[config.mk]
export PLATFORM = sky130hd
export DESIGN_NAME = gated_trigger_sample_qualifier
export DESIGN_NICKNAME = d
export VERILOG_FILES = /design/src/design/gtsq_pkg.sv /design/src/design/gtsq_cfg.sv /design/src/design/gtsq_core.sv /design/src/design/gated_trigger_sample_qualifier.sv
export VERILOG_INCLUDE_DIRS = /design/src /design/src/design
export SDC_FILE = /design/constraint.sdc
export NUM_CORES = 1
export LEC_CHECK = 0
export ABC_AREA = 1
export BUFFER_PORTS_ARGS = -buffer_cell sky130_fd_sc_hd__buf_4
export CAP_MARGIN = 20
export CORE_AREA = 4 4 178 180
export CTS_BUF_LIST = sky130_fd_sc_hd__clkbuf_8
export DETAILED_ROUTE_END_ITERATION = 10
export DIE_AREA = 0 0 182 184
export GPL_ROUTABILITY_DRIVEN = 0
export PLACE_DENSITY = 0.75
export SETUP_SLACK_MARGIN = 0.3
export SYNTH_ARGS = -nofsm -noshare
export SYNTH_HDL_FRONTEND = slang
export SYNTH_SLANG_ARGS = --single-unit
[constraint.sdc]
create_clock -name clk -period 8.1 [get_ports clk]
set_input_delay 0.405 -clock clk [delete_from_list [all_inputs] [get_ports clk]]
set_output_delay 0.405 -clock clk [all_outputs]
set_load 0.01 [all_outputs]
[src/design/assert_macros.svh]
// Assertion macros shared by the gated trigger sample qualifier RTL.
// Clocked on clk; GTSQ_ASSERT is quiet while rst is high, GTSQ_ASSERT_ALWAYS is not.
`ifndef ASSERT_MACROS_SVH
`define ASSERT_MACROS_SVH

// Check a property at every rising edge of clk outside reset.
`define GTSQ_ASSERT(label, prop) \
  label: assert property (@(posedge clk) disable iff (rst) (prop)) \
    else $error("gtsq assertion failed");

// Check a property at every rising edge of clk, reset included.
`define GTSQ_ASSERT_ALWAYS(label, prop) \
  label: assert property (@(posedge clk) (prop)) \
    else $error("gtsq assertion failed");

`endif

[src/design/gtsq_pkg.sv]
// Shared types and constants for the gated trigger sample qualifier.
// Used by gtsq_cfg, gtsq_core and the top level.
package gtsq_pkg;

  localparam int SAMPLE_WIDTH_DEF = 32;
  localparam int COUNT_WIDTH_DEF  = 17;
  localparam int AVG_WIDTH        = 16;
  localparam int PADDR_WIDTH      = 4;
  localparam int PDATA_WIDTH      = 32;

  typedef enum logic [1:0] {
    REG_ACQUIRE  = 2'd0,
    REG_MODE     = 2'd1,
    REG_POLARITY = 2'd2,
    REG_AVERAGE  = 2'd3
  } reg_idx_t;

  typedef enum logic [1:0] {
    MODE_FREE    = 2'd0,
    MODE_TRIGGER = 2'd1,
    MODE_BULB    = 2'd2,
    MODE_GATE    = 2'd3
  } mode_t;

  typedef enum logic [1:0] {
    LEVEL_LOW     = 2'd0,
    LEVEL_HIGH    = 2'd1,
    LEVEL_UNKNOWN = 2'd2
  } level_t;

  typedef enum logic {
    OP_GATE   = 1'b0,
    OP_SAMPLE = 1'b1
  } op_t;

  typedef enum logic {
    KIND_SAMPLE   = 1'b0,
    KIND_BULB_END = 1'b1
  } kind_t;

  typedef struct packed {
    logic                 acquire_enable;
    mode_t                trigger_mode;
    logic                 trigger_polarity;
    logic [AVG_WIDTH-1:0] num_average;
    logic                 restart;
  } cfg_t;

  typedef struct packed {
    logic  emit;
    kind_t kind;
  } verdict_t;

endpackage

[src/design/gtsq_cfg.sv]
// Configuration register file behind the APB-style port.
// Depends on gtsq_pkg for register indexes and the cfg_t bundle.
module gtsq_cfg (
  input  logic                              clk,
  input  logic                              rst,
  input  logic                              psel,
  input  logic                              penable,
  input  logic                              pwrite,
  input  logic [gtsq_pkg::PADDR_WIDTH-1:0] paddr,
  input  logic [gtsq_pkg::PDATA_WIDTH-1:0] pwdata,
  output logic [gtsq_pkg::PDATA_WIDTH-1:0] prdata,
  output logic                              pready,
  output gtsq_pkg::cfg_t                    cfg
);

  logic                           acquire_enable;
  gtsq_pkg::mode_t                trigger_mode;
  logic                           trigger_polarity;
  logic [gtsq_pkg::AVG_WIDTH-1:0] num_average;
  logic                           restart;
  logic                           wr;
  gtsq_pkg::reg_idx_t             idx;

  assign pready = 1'b1;
  assign wr     = psel && penable && pwrite && pready;
  assign idx    = gtsq_pkg::reg_idx_t'(paddr[3:2]);

  always_ff @(posedge clk) begin
    if (rst) begin
      acquire_enable   <= 1'b0;
      trigger_mode     <= gtsq_pkg::MODE_FREE;
      trigger_polarity <= 1'b0;
      num_average      <= gtsq_pkg::AVG_WIDTH'(1);
      restart          <= 1'b0;
    end else begin
      restart <= 1'b0;
      if (wr) begin
        unique case (idx)
          gtsq_pkg::REG_ACQUIRE: begin
            restart        <= pwdata[0] && !acquire_enable;
            acquire_enable <= pwdata[0];
          end
          gtsq_pkg::REG_MODE:     trigger_mode     <= gtsq_pkg::mode_t'(pwdata[1:0]);
          gtsq_pkg::REG_POLARITY: trigger_polarity <= pwdata[0];
          gtsq_pkg::REG_AVERAGE:  num_average      <= pwdata[gtsq_pkg::AVG_WIDTH-1:0];
          default: ;
        endcase
      end
    end
  end

  always_comb begin
    prdata = '0;
    unique case (idx)
      gtsq_pkg::REG_ACQUIRE:  prdata[0]   = acquire_enable;
      gtsq_pkg::REG_MODE:     prdata[1:0] = trigger_mode;
      gtsq_pkg::REG_POLARITY: prdata[0]   = trigger_polarity;
      gtsq_pkg::REG_AVERAGE:  prdata[gtsq_pkg::AVG_WIDTH-1:0] = num_average;
      default: ;
    endcase
  end

  assign cfg = '{acquire_enable:   acquire_enable,
                 trigger_mode:     trigger_mode,
                 trigger_polarity: trigger_polarity,
                 num_average:      num_average,
                 restart:          restart};

endmodule

[src/design/gtsq_core.sv]
// Gate level, arm flag and capture counter with the per-item pass/drop decision.
// Depends on gtsq_pkg for modes, levels and the cfg_t/verdict_t bundles.
module gtsq_core #(
  parameter int COUNT_WIDTH = gtsq_pkg::COUNT_WIDTH_DEF
) (
  input  logic              clk,
  input  logic              rst,
  input  gtsq_pkg::cfg_t    cfg,
  input  logic              item_valid,
  input  logic              advance,
  input  gtsq_pkg::op_t     item_op,
  input  logic              item_gate,
  output gtsq_pkg::verdict_t verdict
);

  localparam int CMP_W = (COUNT_WIDTH > gtsq_pkg::AVG_WIDTH) ? COUNT_WIDTH
                                                              : gtsq_pkg::AVG_WIDTH;

  gtsq_pkg::level_t         gate_level, gate_level_next;
  logic                     capture_armed, capture_armed_next;
  logic [COUNT_WIDTH-1:0]   captured_count, captured_count_next;
  logic [COUNT_WIDTH-1:0]   count_inc;
  gtsq_pkg::level_t         act_level, inact_level, new_level;
  logic                     live;

  assign act_level   = cfg.trigger_polarity ? gtsq_pkg::LEVEL_LOW  : gtsq_pkg::LEVEL_HIGH;
  assign inact_level = cfg.trigger_polarity ? gtsq_pkg::LEVEL_HIGH : gtsq_pkg::LEVEL_LOW;
  assign new_level   = item_gate ? gtsq_pkg::LEVEL_HIGH : gtsq_pkg::LEVEL_LOW;
  assign count_inc   = (&captured_count) ? captured_count : captured_count + 1'b1;
  assign live        = item_valid && cfg.acquire_enable;

  always_comb begin
    gate_level_next     = gate_level;
    capture_armed_next  = capture_armed;
    captured_count_next = captured_count;
    verdict             = '{emit: 1'b0, kind: gtsq_pkg::KIND_SAMPLE};
    if (live) begin
      unique case (item_op)
        gtsq_pkg::OP_GATE: begin
          gate_level_next = new_level;
          if (cfg.trigger_mode == gtsq_pkg::MODE_TRIGGER && new_level == act_level) begin
            capture_armed_next  = 1'b1;
            captured_count_next = '0;
          end
          if (cfg.trigger_mode == gtsq_pkg::MODE_BULB && new_level == inact_level) begin
            verdict = '{emit: 1'b1, kind: gtsq_pkg::KIND_BULB_END};
          end
        end
        gtsq_pkg::OP_SAMPLE: begin
          verdict.emit = 1'b1;
          unique case (cfg.trigger_mode)
            gtsq_pkg::MODE_TRIGGER: begin
              if (!capture_armed) begin
                verdict.emit = 1'b0;
              end else begin
                captured_count_next = count_inc;
                if (CMP_W'(count_inc) > CMP_W'(cfg.num_average)) begin
                  capture_armed_next = 1'b0;
                  verdict.emit       = 1'b0;
                end
              end
            end
            gtsq_pkg::MODE_BULB,
            gtsq_pkg::MODE_GATE: begin
              if (gate_level == inact_level) verdict.emit = 1'b0;
            end
            default: ;
          endcase
        end
        default: ;
      endcase
    end
  end

  always_ff @(posedge clk) begin
    if (rst || cfg.restart) begin
      gate_level     <= gtsq_pkg::LEVEL_UNKNOWN;
      capture_armed  <= 1'b0;
      captured_count <= '0;
    end else if (advance) begin
      gate_level     <= gate_level_next;
      capture_armed  <= capture_armed_next;
      captured_count <= captured_count_next;
    end
  end

endmodule

[src/design/gated_trigger_sample_qualifier.sv]
// Gated trigger sample qualifier: input register, decision core, result register.
// Depends on gtsq_pkg, gtsq_cfg, gtsq_core and assert_macros.svh.
//
// Usage:
//   Input channel (in_valid/in_stall) carries gate events (operation 0, gate_value)
//   and four-channel current samples (operation 1, current_a..current_d).
//   Output channel (out_valid/out_stall) carries forwarded samples (result_kind 0)
//   and bulb exposure-end markers (result_kind 1, all currents zero).
//   Each input item gives zero or one result.
//   Path: an item is held in the input register, the core decides on it
//   combinationally, and its result is loaded into the result register.
//   Throughput: one item per cycle unless out_stall holds; the gate/arm/count
//   state updates as the item leaves the input register; items go back to back.
//   Stall: out_stall holds the result register; the input register then holds
//   and in_stall rises only while it is full, so one item is absorbed.
//   Reset: channels empty, acquisition off, free-run mode, polarity active high,
//   num_average 1, gate level unknown, capture disarmed.
//   Configure over the APB-style port only while the block is idle. Enabling
//   acquisition restarts the gate level, arm flag and count.
`include "assert_macros.svh"

module gated_trigger_sample_qualifier #(
  parameter int SAMPLE_WIDTH = gtsq_pkg::SAMPLE_WIDTH_DEF,
  parameter int COUNT_WIDTH  = gtsq_pkg::COUNT_WIDTH_DEF
) (
  input  logic                              clk,
  input  logic                              rst,
  input  logic                              psel,
  input  logic                              penable,
  input  logic                              pwrite,
  input  logic [gtsq_pkg::PADDR_WIDTH-1:0] paddr,
  input  logic [gtsq_pkg::PDATA_WIDTH-1:0] pwdata,
  output logic [gtsq_pkg::PDATA_WIDTH-1:0] prdata,
  output logic                              pready,
  input  logic                              in_valid,
  output logic                              in_stall,
  input  logic                              operation,
  input  logic                              gate_value,
  input  logic signed [SAMPLE_WIDTH-1:0]    current_a,
  input  logic signed [SAMPLE_WIDTH-1:0]    current_b,
  input  logic signed [SAMPLE_WIDTH-1:0]    current_c,
  input  logic signed [SAMPLE_WIDTH-1:0]    current_d,
  output logic                              out_valid,
  input  logic                              out_stall,
  output logic                              result_kind,
  output logic signed [SAMPLE_WIDTH-1:0]    out_a,
  output logic signed [SAMPLE_WIDTH-1:0]    out_b,
  output logic signed [SAMPLE_WIDTH-1:0]    out_c,
  output logic signed [SAMPLE_WIDTH-1:0]    out_d
);

  gtsq_pkg::cfg_t           cfg;
  gtsq_pkg::verdict_t       verdict;
  logic                     s1_valid;
  gtsq_pkg::op_t            s1_op;
  logic                     s1_gate;
  logic [SAMPLE_WIDTH-1:0]  s1_a, s1_b, s1_c, s1_d;
  logic                     advance;
  logic                     take;
  logic                     bulb_end;

  assign advance  = !out_valid || !out_stall;
  assign in_stall = s1_valid && !advance;
  assign take     = in_valid && !in_stall;

  gtsq_cfg u_cfg (
    .clk     (clk),
    .rst     (rst),
    .psel    (psel),
    .penable (penable),
    .pwrite  (pwrite),
    .paddr   (paddr),
    .pwdata  (pwdata),
    .prdata  (prdata),
    .pready  (pready),
    .cfg     (cfg)
  );

  gtsq_core #(
    .COUNT_WIDTH (COUNT_WIDTH)
  ) u_core (
    .clk        (clk),
    .rst        (rst),
    .cfg        (cfg),
    .item_valid (s1_valid),
    .advance    (advance),
    .item_op    (s1_op),
    .item_gate  (s1_gate),
    .verdict    (verdict)
  );

  always_ff @(posedge clk) begin
    if (rst) begin
      s1_valid <= 1'b0;
    end else if (!in_stall) begin
      s1_valid <= in_valid;
    end
  end

  always_ff @(posedge clk) begin
    if (take) begin
      s1_op   <= gtsq_pkg::op_t'(operation);
      s1_gate <= gate_value;
      s1_a    <= current_a;
      s1_b    <= current_b;
      s1_c    <= current_c;
      s1_d    <= current_d;
    end
  end

  assign bulb_end = (verdict.kind == gtsq_pkg::KIND_BULB_END);

  always_ff @(posedge clk) begin
    if (rst) begin
      out_valid <= 1'b0;
    end else if (advance) begin
      out_valid <= verdict.emit;
    end
  end

  always_ff @(posedge clk) begin
    if (advance && verdict.emit) begin
      result_kind <= verdict.kind;
      out_a       <= bulb_end ? '0 : s1_a;
      out_b       <= bulb_end ? '0 : s1_b;
      out_c       <= bulb_end ? '0 : s1_c;
      out_d       <= bulb_end ? '0 : s1_d;
    end
  end

  `GTSQ_ASSERT(a_s1_holds_when_blocked, s1_valid && !advance |=> s1_valid)
  `GTSQ_ASSERT(a_bulb_end_zero, out_valid && result_kind |-> out_a == '0 && out_d == '0)
  `GTSQ_ASSERT(a_result_needs_acquire, $rose(out_valid) |-> $past(cfg.acquire_enable))
  `GTSQ_ASSERT_ALWAYS(a_reset_empties, rst |=> !out_valid && !s1_valid)

endmodule

* After elaboration in Yosys (flattened, before gate mapping)
Cells that the tools add are included.
Storage, ports and cells: bits of input ports 173, logic and storage cells 87, output and inout port bits 164, flip-flop bits (word level) 302
Operators by class: add/sub/neg operators 1, $lt $le $gt $ge 1, bitwise logic cells 3, equal/unequal tests 12, reduce and logical (&&, ||, !) cells 27, multiplexer cells 22
Operators by type and width (number):
- $mux W17 | 4
- $pmux W17 S2 | 1
- $add A17 B1 Y17 const B | 1
- $gt A17 B16 Y1 | 1
- $reduce_and A17 Y1 | 1
- $mux W14 | 1
- $logic_and A1 B1 Y1 | 9
- $mux W1 | 9
- $eq A2 B2 Y1 const B | 4
- $pmux W1 S2 | 4
- $reduce_and A2 Y1 | 4
- $eq A2 B2 Y1 | 3
- $ne A2 B1 Y1 const B | 3
- $logic_not A1 Y1 | 5
- $reduce_and A5 Y1 | 1
- $eq A2 B1 Y1 const B | 2
- $mux W2 | 2
- $pmux W1 S4 | 1
- $reduce_and A4 Y1 | 1
- $not A1 Y1 | 3
- $reduce_and A3 Y1 | 1
- $reduce_or A3 Y1 | 1
- $logic_not A2 Y1 | 1
- $logic_or A1 B1 Y1 | 2
- $reduce_or A2 Y1 | 1

* Longest topological paths before layout
word-level depth 9, gate-level depth with buffers 26, gate-level depth less buffers 26

* Hierarchy
Synthesis repeated with hierarchy kept, for this count alone.
Second synthesis, totals: cells, all modules 1013, area total of the unflattened synthesis 11981.5 µm²
By module, submodules not included:
- gated_trigger_sample_qualifier | cells an instance 541, area an instance 8974.9 µm², times used 1, seq. area each 7817.5 µm²
- gtsq_core | cells an instance 277, area an instance 1799.2 µm², times used 1, seq. area each 400.4 µm²
- gtsq_cfg | cells an instance 195, area an instance 1207.4 µm², times used 1, seq. area each 420.4 µm²

* Worst setup path after synthesis
OpenSTA, ideal clock, no wires.
kind flip-flop to flip-flop, start reg u_core.captured_count[0], end reg out_a[0] (enable), stages on the path, launching flop included 27, period minus slack after synthesis 8.445 ns, path slack -0.345 ns, path buffers 0, library setup time 0.618 ns, required time 7.482 ns, data arrival time 7.827 ns, cells stage by stage dfxtp_1 -> ha_1 -> nand3_2 -> inv_2 -> nand2_2 -> nor2_8 -> nand2_4 -> nand3_2 -> nor3_4 -> nand2_2 -> xnor2_2 -> ha_1 -> nand2_1 -> inv_1 -> nand2_1 -> nand2_1 -> nand2_1 -> a21oi_1 -> nor2_1 -> nand2_1 -> nand2_1 -> nand2_1 -> nand2_1 -> nand2_1 -> nand2_1 -> nand2_1 -> nor2_1
Between the ends: cells in the longest elaborated chain, start to end 9, elaborated cells on any way between the ends 10, those cells by class add/sub (1); order compare (1); mux (6); reduce/logical (2)
Ends and longest elaborated chain:
- start: declaration | line gtsq_core.sv:21 | logic [COUNT_WIDTH-1:0] captured_count, captured_count_next;
- start signal: assignment | line gtsq_core.sv:83 | captured_count <= captured_count_next;
- $add A17 B1 Y17 / $reduce_and A17 Y1 (equally long branches) | line gtsq_core.sv:29 | assign count_inc = (&captured_count) ? captured_count : captured_count + 1'b1;
- $mux W17 (*) | line gtsq_core.sv:29
- $gt A17 B16 Y1 (*) | line gtsq_core.sv:57 | if (CMP_W'(count_inc) > CMP_W'(cfg.num_average)) begin
- $mux W1 (*) | line gtsq_core.sv:57
- $mux W1 (*) | line gtsq_core.sv:53 | if (!capture_armed) begin
- $pmux W1 S2 (*) | line gtsq_core.sv:51 | unique case (cfg.trigger_mode)
- $pmux W1 S2 (*) | line gtsq_core.sv:38 | unique case (item_op)
- $mux W2 (*) | line gtsq_core.sv:37 | if (live) begin
- $logic_and A1 B1 Y1 (*) | line gated_trigger_sample_qualifier.sv:122 | if (advance && verdict.emit) begin
- end signal: assignment | line gated_trigger_sample_qualifier.sv:124 | out_a <= bulb_end ? '0 : s1_a;
- end: declaration | line gated_trigger_sample_qualifier.sv:46 | output logic signed [SAMPLE_WIDTH-1:0] out_a,
Mark *: on every way between the ends. The rest lies on a longest branch, timed or not. A chain may end at the register's enable or synchronous reset.

* Final worst setup path
start reg u_core.captured_count[0], end reg out_d[21] (enable)
Between the ends: cells in the longest elaborated chain, start to end 9, elaborated cells on any way between the ends 10, those cells by class add/sub (1); order compare (1); mux (6); reduce/logical (2)
Ends and longest elaborated chain:
- $add A17 B1 Y17 / $reduce_and A17 Y1 (equally long branches) | line gtsq_core.sv:29
- $mux W17 (*) | line gtsq_core.sv:29
- $gt A17 B16 Y1 (*) | line gtsq_core.sv:57
- $mux W1 (*) | line gtsq_core.sv:57
- $mux W1 (*) | line gtsq_core.sv:53
- $pmux W1 S2 (*) | line gtsq_core.sv:51
- $pmux W1 S2 (*) | line gtsq_core.sv:38
- $mux W2 (*) | line gtsq_core.sv:37
- $logic_and A1 B1 Y1 (*) | line gated_trigger_sample_qualifier.sv:122
- end signal: assignment | line gated_trigger_sample_qualifier.sv:127 | out_d <= bulb_end ? '0 : s1_d;
- end: declaration | line gated_trigger_sample_qualifier.sv:49 | output logic signed [SAMPLE_WIDTH-1:0] out_d
Marked as above.

==> metrics <==
status finished clean; clk slew on worst S/H paths 0.06 ns; delay of the slowest critical-path stage 0.75 ns; Slew Limit Headroom 37.9%; max-slew violation count 0; chip width 182 um; DRT iter0 DRCs 363; Worst-Margin Slew 0.931 ns; Final period util 56.9%; met3 usage 4.08%; RR Startpoint u_core.captured_count[0]$_SDFFE_PP0P_; worst-skew pair later-pin latency 0.58 ns; height of the die 184 um; Crit path buffers/inverters 3; I/O pin count 337; drt drc 0; Crit Path Class reg2reg; family with the most delay on the worst path simple AND/OR/NAND/NOR gates; Post-synth EDFFs 259; required time of the worst setup path 8.28 ns; # rows 64; Worst Setup Start Kind flip-flop; IO buf count 301; PD cells 194 nW/um^2; fmax 217 MHz; Synth Instances 937; leakage 7.47 nW; core area 30200 um^2; vias per cell 4.40; Hold Crit Class in2reg; post-CTS setup buffers 0; Setup TNS 0 ns; Initial Utilization 38.5%; sequential fraction of the synthesis area 74.3%; initial antenna violation count 2; most numerous cell on the critical path nand2_1; GR Overflow Total 0; number of sinks on the clock net 302; overall die area 33500 um^2; CP max-delay cell buf_4; Netlist cell types 37; Area growth syn-to-layout 41.9%; Synth Flop Type edfxtp_1; WL/cell 15.9 um; largest net degree at the start of global routing 89; first-pass detailed-route iteration total 5; ys async rst share 0%; CTS resizes 0; CTS tree yes; Final Cell Area 16500 um^2; GRT Util Overall 16.6%; Post-Route WL 29100 um; met1 usage 19.3%; Synth Register Bits 302; number of CTS-inserted buffers 49; vias in the first global route 8291; Worst Hold Endpoint u_cfg.num_average[0]$_SDFFE_PP1P_; dpl cell area 14200 um^2; post-route minimum period 4.61 ns; post-synthesis cell area 11600 um^2; CP max FO 60; Placed Instances 1613; clk_skew 0.0353 ns; post-route antenna net violation count 0; gr busiest metal met2; Setup Viol. Count Final 0; final layout net count 1589; worst vdd ir 0.122 mV; hold bufs inserted after CTS 131; RSZ-0062 raised after global routing no; worst reg2reg setup slack 3.49 ns; Vias 8065; share of cells above drive strength 1 28.2%; dpl hpwl 18700 um; Arr. time, crit path 4.79 ns; H-tree Lvls 2; worst hold stages 3; met2 usage 28.8%; hold violation total from the final report 0; Ys Warns 0; CTS root buffer clkbuf_8; Worst path depth 27; syn_area_per_cell 12.4 um^2; post-route insts no fill 1831; FF-to-FF End out_d[21]$_SDFFCE_PP0P_; Hold Startpoint pwdata[0]; first-pass GRT wire length 43600 um; Worst setup EP type flip-flop; MaxCap Viol Count 0; Max Buffers Root-to-Sink 3; R2R cell count 27
-- logic make-up (layout without fill, tap and decap cells) --
group	after synthesis	after routing	synth area share (%)
and+or+nand+nor	301	301	11.1
other	2	19	0.0646
adders and majority gates	17	17	1.83
xor gates and xnor gates	12	12	0.969
AOI/OAI and AO/OA	73	73	3.48
muxes	1	1	0.0969
DFF	302	302	74.3
buffers and inverters	229	710	8.12
-- metrics by stage --
| step | total power, mW | setup WS (ns) | hold slack, ns | utilization (%) |
|---|---|---|---|---|
| 5_1_grt | 3.33 | 3.08 | 0.0725 | 54.6 |
| 3_5_place_dp | 1.91 | 3.47 | 0.449 | 47.2 |
| 6_report | 3.19 | 3.49 | 0.0888 | 54.6 |
| 3_3_place_gp | 1.90 | 3.54 | 0.432 | 47.2 |
| 2_1_floorplan | 1.84 | 1.83 | 0.412 | - |
| 4_1_cts | 3.23 | 3.43 | 0.0339 | 54.6 |
-- placed cells by master, fill, tap and decap left out, types with 4 or more instances in the layout --
| cell | count |
|---|---|
| inv_1 | 194 |
| inv_2 | 6 |
| nor2_1 | 39 |
| nor2_2 | 4 |
| o21ai_0 | 21 |
| nand3_1 | 11 |
| dfxtp_1 | 43 |
| buf_4 | 305 |
| clkbuf_8 | 52 |
| conb_1 | 17 |
| nand4_1 | 6 |
| nand2_2 | 4 |
| dlygate4sd3_1 | 131 |
| clkinv_1 | 9 |
| nand2_1 | 214 |
| ha_1 | 17 |
| clkinv_2 | 6 |
| a21oi_1 | 39 |
| a21oi_2 | 6 |
| nor3_1 | 9 |
| edfxtp_1 | 259 |
| xor2_1 | 8 |
-- layout make-up --
| type | count | area [um^2] |
|---|---|---|
| clock inverters | 33 | 216 |
| diodes | 2 | 5.00 |
| flip-flops and latches | 302 | 8640 |
| clock buffers | 52 | 716 |
| repair buffers | 436 | 3600 |
| fillers | 2452 | 13700 |
| multi-input cells | 421 | 2110 |
| well taps | 396 | 495 |
| inverters | 189 | 717 |
-- flip-flops by register name, summed over array words and instances, names as in the netlist --
name	cells
u_cfg.acquire_enable	1
u_core.captured_count	17
out_valid	1
u_cfg.trigger_mode	2
s1_valid	1
s1_a	32
out_d	32
out_c	32
u_cfg.num_average	16
s1_op	1
out_b	32
s1_gate	1
result_kind	1
out_a	32
s1_b	32
s1_d	32
u_core.gate_level	2
s1_c	32
u_core.capture_armed	1
u_cfg.restart	1
u_cfg.trigger_polarity	1
-- layer usage --
| metal | up-vias | wire length [um] |
|---|---|---|
| met2 | 299 | 14900 |
| met5 | - | 0 |
| li1 | 3933 | - |
| met4 | 0 | 1240 |
| met1 | 3753 | 11000 |
| met3 | 80 | 2030 |
-- worst min-delay path: cells and delay by family --
kind	cells	cell delay, ns
buf+inv	1	0.10
simple gates	2	0.12
-- power by group --
part | leakage, nW | internal (mW) | switching [mW]
Sequential | 2.78 | 1.73 | 0.0116
Combinational | 4.16 | 0.108 | 0.0798
Clock | 0.533 | 0.662 | 0.598
Total | 7.47 | 2.50 | 0.689
-- worst max-delay path by stage --
stage	start	endpoint	slack (ns)
final	u_core.captured_count[0]$_SDFFE_PP0P_	out_d[21]$_SDFFCE_PP0P_	3.49
after global routing	u_core.captured_count[0]$_SDFFE_PP0P_	out_d[21]$_SDFFCE_PP0P_	3.08
after CTS	u_core.captured_count[0]$_SDFFE_PP0P_	out_d[23]$_SDFFCE_PP0P_	3.43
after detailed placement	u_core.captured_count[0]$_SDFFE_PP0P_	out_d[11]$_SDFFCE_PP0P_	3.47
after global placement	u_core.captured_count[0]$_SDFFE_PP0P_	out_c[12]$_SDFFCE_PP0P_	3.54
after floorplan	u_core.captured_count[0]$_SDFFE_PP0P_	out_a[0]$_SDFFCE_PP0P_	1.83
-- synth_stat cells (8+ instances only) --
cell type,number,area (um^2)
a21oi_1,39,195
buf_2,13,65.1
buf_4,18,135
clkbuf_1,9,33.8
dfxtp_1,43,861
edfxtp_1,259,7780
ha_1,17,213
inv_1,181,679
nand2_1,214,803
nand3_1,11,55.1
nor2_1,40,150
nor3_1,9,45.0
o21ai_0,21,105
xor2_1,8,70.1
Note: power is estimated with default switching activity, not from simulation.
